File: src/rtl/integer_alu_with_nil_macros.svh
// ----------------------------------------------------------------------------
// integer alu with nil - assertion macros
// concurrent checks clocked on i_clk, held off while i_rst_n is low
// ----------------------------------------------------------------------------
`ifndef INTEGER_ALU_WITH_NIL_MACROS_SVH
`define INTEGER_ALU_WITH_NIL_MACROS_SVH
`ifndef SYNTHESIS
// property must hold in the same cycle as its trigger
`define IALU_ASSERT_NOW(label, ante, cons) \
    label: assert property (@(posedge i_clk) disable iff (!i_rst_n) (ante) |-> (cons)) \
        else $error("ialu check failed");
// property must hold in the cycle after its trigger
`define IALU_ASSERT_NEXT(label, ante, cons) \
    label: assert property (@(posedge i_clk) disable iff (!i_rst_n) (ante) |=> (cons)) \
        else $error("ialu check failed");
`else
`define IALU_ASSERT_NOW(label, ante, cons)
`define IALU_ASSERT_NEXT(label, ante, cons)
`endif
`endif

File: src/rtl/ialu_pkg.sv
// ----------------------------------------------------------------------------
// ialu_pkg
// shared widths, codes and pipeline record types of the integer alu
// ----------------------------------------------------------------------------
`default_nettype none
package ialu_pkg;

    // datapath width, the low bits of each operand taken as two's complement
    localparam int DATA_WIDTH = 64;
    localparam int OUT_WIDTH  = 64;
    localparam int LO_WIDTH   = DATA_WIDTH / 2;
    localparam int HI_WIDTH   = DATA_WIDTH - LO_WIDTH;
    localparam int SH_WIDTH   = $clog2(DATA_WIDTH);

    typedef enum logic [3:0] {
        OP_ADD = 4'd0,
        OP_SUB = 4'd1,
        OP_MUL = 4'd2,
        OP_DIV = 4'd3,
        OP_MOD = 4'd4,
        OP_AND = 4'd5,
        OP_XOR = 4'd6,
        OP_OR  = 4'd7,
        OP_SHL = 4'd8,
        OP_SHR = 4'd9,
        OP_NEG = 4'd10,
        OP_NOT = 4'd11
    } t_op;

    typedef enum logic [2:0] {
        ST_OK       = 3'd0,
        ST_NIL      = 3'd1,
        ST_DIVZERO  = 3'd2,
        ST_SHIFT    = 3'd3,
        ST_OVERFLOW = 3'd4
    } t_status;

    // which datapath supplies the final value
    typedef enum logic [1:0] {
        SEL_SIMPLE,
        SEL_MUL,
        SEL_DIV,
        SEL_MOD
    } t_sel;

    // per-beat record carried alongside the divider chain
    typedef struct packed {
        t_sel                      sel;
        logic                      nil;
        t_status                   status;
        logic [DATA_WIDTH-1:0]     simple;
        logic [2*LO_WIDTH-1:0]     p_ll;
        logic [HI_WIDTH-1:0]       p_lh;
        logic [HI_WIDTH-1:0]       p_hl;
        logic                      q_neg;
        logic                      r_neg;
        logic [DATA_WIDTH-1:0]     divisor;
    } t_item;

    // divider state: partial remainder and dividend shifting into quotient
    typedef struct packed {
        logic [DATA_WIDTH-1:0] rem;
        logic [DATA_WIDTH-1:0] num;
    } t_div;

endpackage
`default_nettype wire

File: src/rtl/ialu_cell.sv
// ----------------------------------------------------------------------------
// ialu_cell
// one restoring divide step, moves its beat to the next cell each i_adv cycle
// ----------------------------------------------------------------------------
`default_nettype none
module ialu_cell (
    input  wire logic            i_clk,
    input  wire logic            i_rst_n,
    input  wire logic            i_adv,
    input  wire logic            i_valid,
    input  ialu_pkg::t_item      i_item,
    input  ialu_pkg::t_div       i_div,
    output logic                 o_valid,
    output ialu_pkg::t_item      o_item,
    output ialu_pkg::t_div       o_div
);
    localparam int W = ialu_pkg::DATA_WIDTH;

    logic            r_valid;
    ialu_pkg::t_item r_item;
    ialu_pkg::t_div  r_div;
    ialu_pkg::t_div  n_div;
    logic [W-1:0]    trial;
    logic            fits;

    // shift in next dividend bit, subtract divisor when it fits
    always_comb begin
        trial     = {i_div.rem[W-2:0], i_div.num[W-1]};
        fits      = (trial >= i_item.divisor);
        n_div.rem = fits ? (trial - i_item.divisor) : trial;
        n_div.num = {i_div.num[W-2:0], fits};
    end

    always_ff @(posedge i_clk) begin
        if (!i_rst_n) begin
            r_valid <= 1'b0;
        end else if (i_adv) begin
            r_valid <= i_valid;
        end
        if (i_adv) begin
            r_item <= i_item;
            r_div  <= n_div;
        end
    end

    assign o_valid = r_valid;
    assign o_item  = r_item;
    assign o_div   = r_div;
endmodule
`default_nettype wire

File: config.mk
export PLATFORM = sky130hd
export DESIGN_NAME = ialu_cell
export DESIGN_NICKNAME = d
export VERILOG_FILES = /design/src/rtl/integer_alu_with_nil_macros.svh /design/src/rtl/ialu_pkg.sv /design/src/rtl/ialu_cell.sv
export SDC_FILE = /design/constraint.sdc
export NUM_CORES = 1
export LEC_CHECK = 0
export BUFFER_PORTS_ARGS = -buffer_cell sky130_fd_sc_hd__clkbuf_2
export CORE_AREA = 5 5 306 308
export CTS_BUF_LIST = sky130_fd_sc_hd__clkbuf_2 sky130_fd_sc_hd__clkbuf_4 sky130_fd_sc_hd__clkbuf_8
export CTS_CLUSTER_SIZE = 25
export DETAILED_ROUTE_END_ITERATION = 12
export DIE_AREA = 0 0 311 313
export PLACE_DENSITY = 0.42
export SLEW_MARGIN = 20
export SYNTH_ARGS = -nofsm -noshare
export SYNTH_HDL_FRONTEND = slang
export SYNTH_SLANG_ARGS = --single-unit
File: constraint.sdc
create_clock -name i_clk -period 8.3 [get_ports i_clk]
set_input_delay 1.66 -clock i_clk [delete_from_list [all_inputs] [get_ports i_clk]]
set_output_delay 1.66 -clock i_clk [all_outputs]
set_load 0.02 [all_outputs]
==> run_results.csv <==
group,metric,value,unit
clocking,cts-hold-fix-buffers,0,
worst_setup_path,crit_path_max_fanout,86,
sta,hold_viol_final,0,
synth,yosys_most_used_dff,"edfxtp_1",
power_and_ir_drop,vdd_drop_max,101,uV
routing,post_drt_wl_per_cell,24.9,microns
sta,period_minus_slack,4.73,ns
synth,yosys-top-cells-count,"edfxtp_1, nand2_1, o21ai_0",
layout,fillCellCount,9753,
synth,synth_edf_count,392,
placement,numPortBuffers,787,
run_status,outcome,"finished, final reports clean",
clocking,numCtsBuffers,77,
synth,yosys.area.top_type,"edfxtp_1",
synth,ys_seq_area_share,70.6,%
clocking,clockBufferDepth,3,
layout,nNetsFinal,2469,
layout,multi_input_area,4400,sq um
sta,period_share,56.9,%
power_and_ir_drop,power_density,236,nW/um^2
sta,setup_tns,0,ns
synth,synth_top_area_share,70.5,%
floorplanning,start_util,18.4,%
clocking,clk_pin_slew,0.06,ns
routing,drc,0,
routing,drt_pre_antenna_iters,5,
floorplanning,dieArea,97300,sq um
clocking,clock_sinks,393,
sta,maxSlewViolCount,0,
layout,syn_to_final_growth,41.4,%
grt,antenna_found_initial,43,
routing,via_per_inst,4.10,
worst_setup_path,rr_startpoint,"o_valid",
worst_setup_path,path_cells,"clkbuf_2 -> inv_1 -> ha_1 -> fa_1 -> nor2b_1 -> o31a_1 -> o211ai_2 -> a311oi_2 -> nor4_2 -> nor4_2 -> a211oi_4 -> buf_4 -> mux2_4",
worst_setup_path,endpoint_kind,"flip-flop",
routing,routed_wl,81200,microns
worst_setup_path,critPathBufInv,3,
sta,worst_pin_slew,1.00,ns
grt,grt_max_degree,120,
worst_setup_path,criticalPathCategory,"input port to flip-flop",
clocking,cts_tree,"yes",
placement,hpwl,67300,microns
job,cap_violations,0,
sta,finClkSkew,0,ns
floorplanning,rows,111,
grt,grt_use_total,15.9,%
routing,vias,13300,
clocking,clock_latency,0.67,ns
grt,grt.overflow.total,0,
grt,grt_pass1_vias,13700,
synth,syn_area_per_cell,14.2,sq um
synth,syn_inst,1179,
clocking,cts_setup_buffers,0,
floorplanning,die_y,313,microns
layout,regArea,11800,sq um
worst_setup_path,worstPathArrival,5.15,ns
floorplanning,core_area,90800,sq um
synth,synth_nets,1640,
power_and_ir_drop,p_leak,0.0104,uW
floorplanning,fp.dieW,311,microns
routing,ant_nets,0,
synth,synth.most_common_cell,"edfxtp_1",
worst_setup_path,slowest_delay,0.52,ns
min_path,hp-start,"o_valid",
synth,ys_ff_latch,393,
routing,drt_iter0_drc,749,
synth,yosys_warnings,0,
sta,fmax,212,MHz
sta,rsz0062_at_grt,"false",
synth,synth_cell_types,60,
synth,async_reset_ff_share,0,%
worst_setup_path,crit_start,"i_div[63]",
sta,slew_headroom,33.2,%
min_path,min_path_type,"flip-flop to flip-flop",
clocking,clock_tree.root_cell,"clkbuf_8",
worst_setup_path,crit_family,"compound AO/OA/AOI/OAI gates",
grt,grt_pass1_wl,110000,microns
worst_setup_path,crit_top_cell,"nor4_2",
sta,setup_viol,0,
clocking,cts-resized-gates,0,
synth,syn_area,16700,sq um
clocking,h-tree-depth,3,
floorplanning,io_pins,789,
placement,routabilityCongestion,0.916,
worst_setup_path,crit_slowest_cell,"nor4_2",
synth,synth_area_leaders,"edfxtp_1, ha_1, o21ai_0, nand2_1, a21oi_1",
worst_setup_path,start_kind,"input port",
worst_setup_path,cp.required,8.73,ns
sta,holdWs,0.539,ns
layout,drive_above_1_share,45.4,%
## cells in the final DEF, fill, tap and decap left out, types with 11 or more instances in the layout
cell / instances
nand4_1: 24
ha_1: 64
clkinv_1: 13
xnor2_1: 30
clkbuf_2: 786
nor2_1: 37
edfxtp_1: 392
nand2_1: 103
clkbuf_4: 20
nor3_1: 11
o21ai_0: 89
nand3_1: 16
xor2_1: 26
a21o_1: 49
clkbuf_8: 78
o21bai_1: 17
a21oi_1: 74
inv_1: 80
## worst reg2reg max path, stage by stage, from the launching register on
cell and delay (ns):
dfxtp_1 0.31, mux2i_1 0.12, nor2b_1 0.06
## registers in the layout, summed over array words and instances, names as in the netlist
name     flops
o_item     264
o_div      128
o_valid      1
## cells by family after synthesis
group / share of synthesized area (%)
buf+inv: 2.98
fa+ha+maj: 4.92
compound gates: 11.1
mux: 0.442
simple gates: 6.99
flops: 70.6
xor+xnor: 2.94
## stage by stage
| stage | instance area (sq um) | setup slack, ns | std cells | util [%] | power, uW |
|---|---|---|---|---|---|
| floorplan | 16700 | 3.89 | 1179 | - | 3040 |
| global placement | 22000 | 2.69 | 3115 | 24.2 | 3550 |
| detailed placement | 22000 | 2.71 | 3115 | 24.2 | 3560 |
| CTS | 23600 | 3.49 | 3249 | 26.0 | 5720 |
| global route | 23600 | 3.34 | 3250 | 26.0 | 5860 |
| finish | 23600 | 3.57 | 3257 | 26.0 | 5570 |
## layout make-up
type | instances | area share (%)
Multi-Input combinational cell | 662 | 18.6
Antenna cell | 8 | 0.0848
Clock buffer | 98 | 5.19
Tap cell | 1186 | 6.29
Inverter | 81 | 1.29
Sequential cell | 393 | 50.0
Timing Repair Buffer | 793 | 17.0
Clock inverter | 36 | 1.55
## power by group
part	internal, uW	total, uW	switching, uW
registers	2400	2450	53.5
logic	335	1040	709
clock network	1160	2070	910
total	3900	5570	1670
## layer usage
layer  track usage (%)  share of wire, %  up-vias
met3              7.72                10      133
met2              28.2                51      552
met4              4.38               2.2       44
li1                  -                 -     6105
met5                 0              0.36        -
met1              16.8                36     6512
## worst paths after layout
check / end / slack (ns) / depth (start not counted)
setup reg to reg: o_valid / 7.69 / 2
hold reg to reg: o_valid / 0.54 / 2
hold / removal: o_valid / 0.54 / 2
setup / recovery: o_div[83] / 3.57 / 13
No activity file was read; power rests on OpenSTA's default activity.
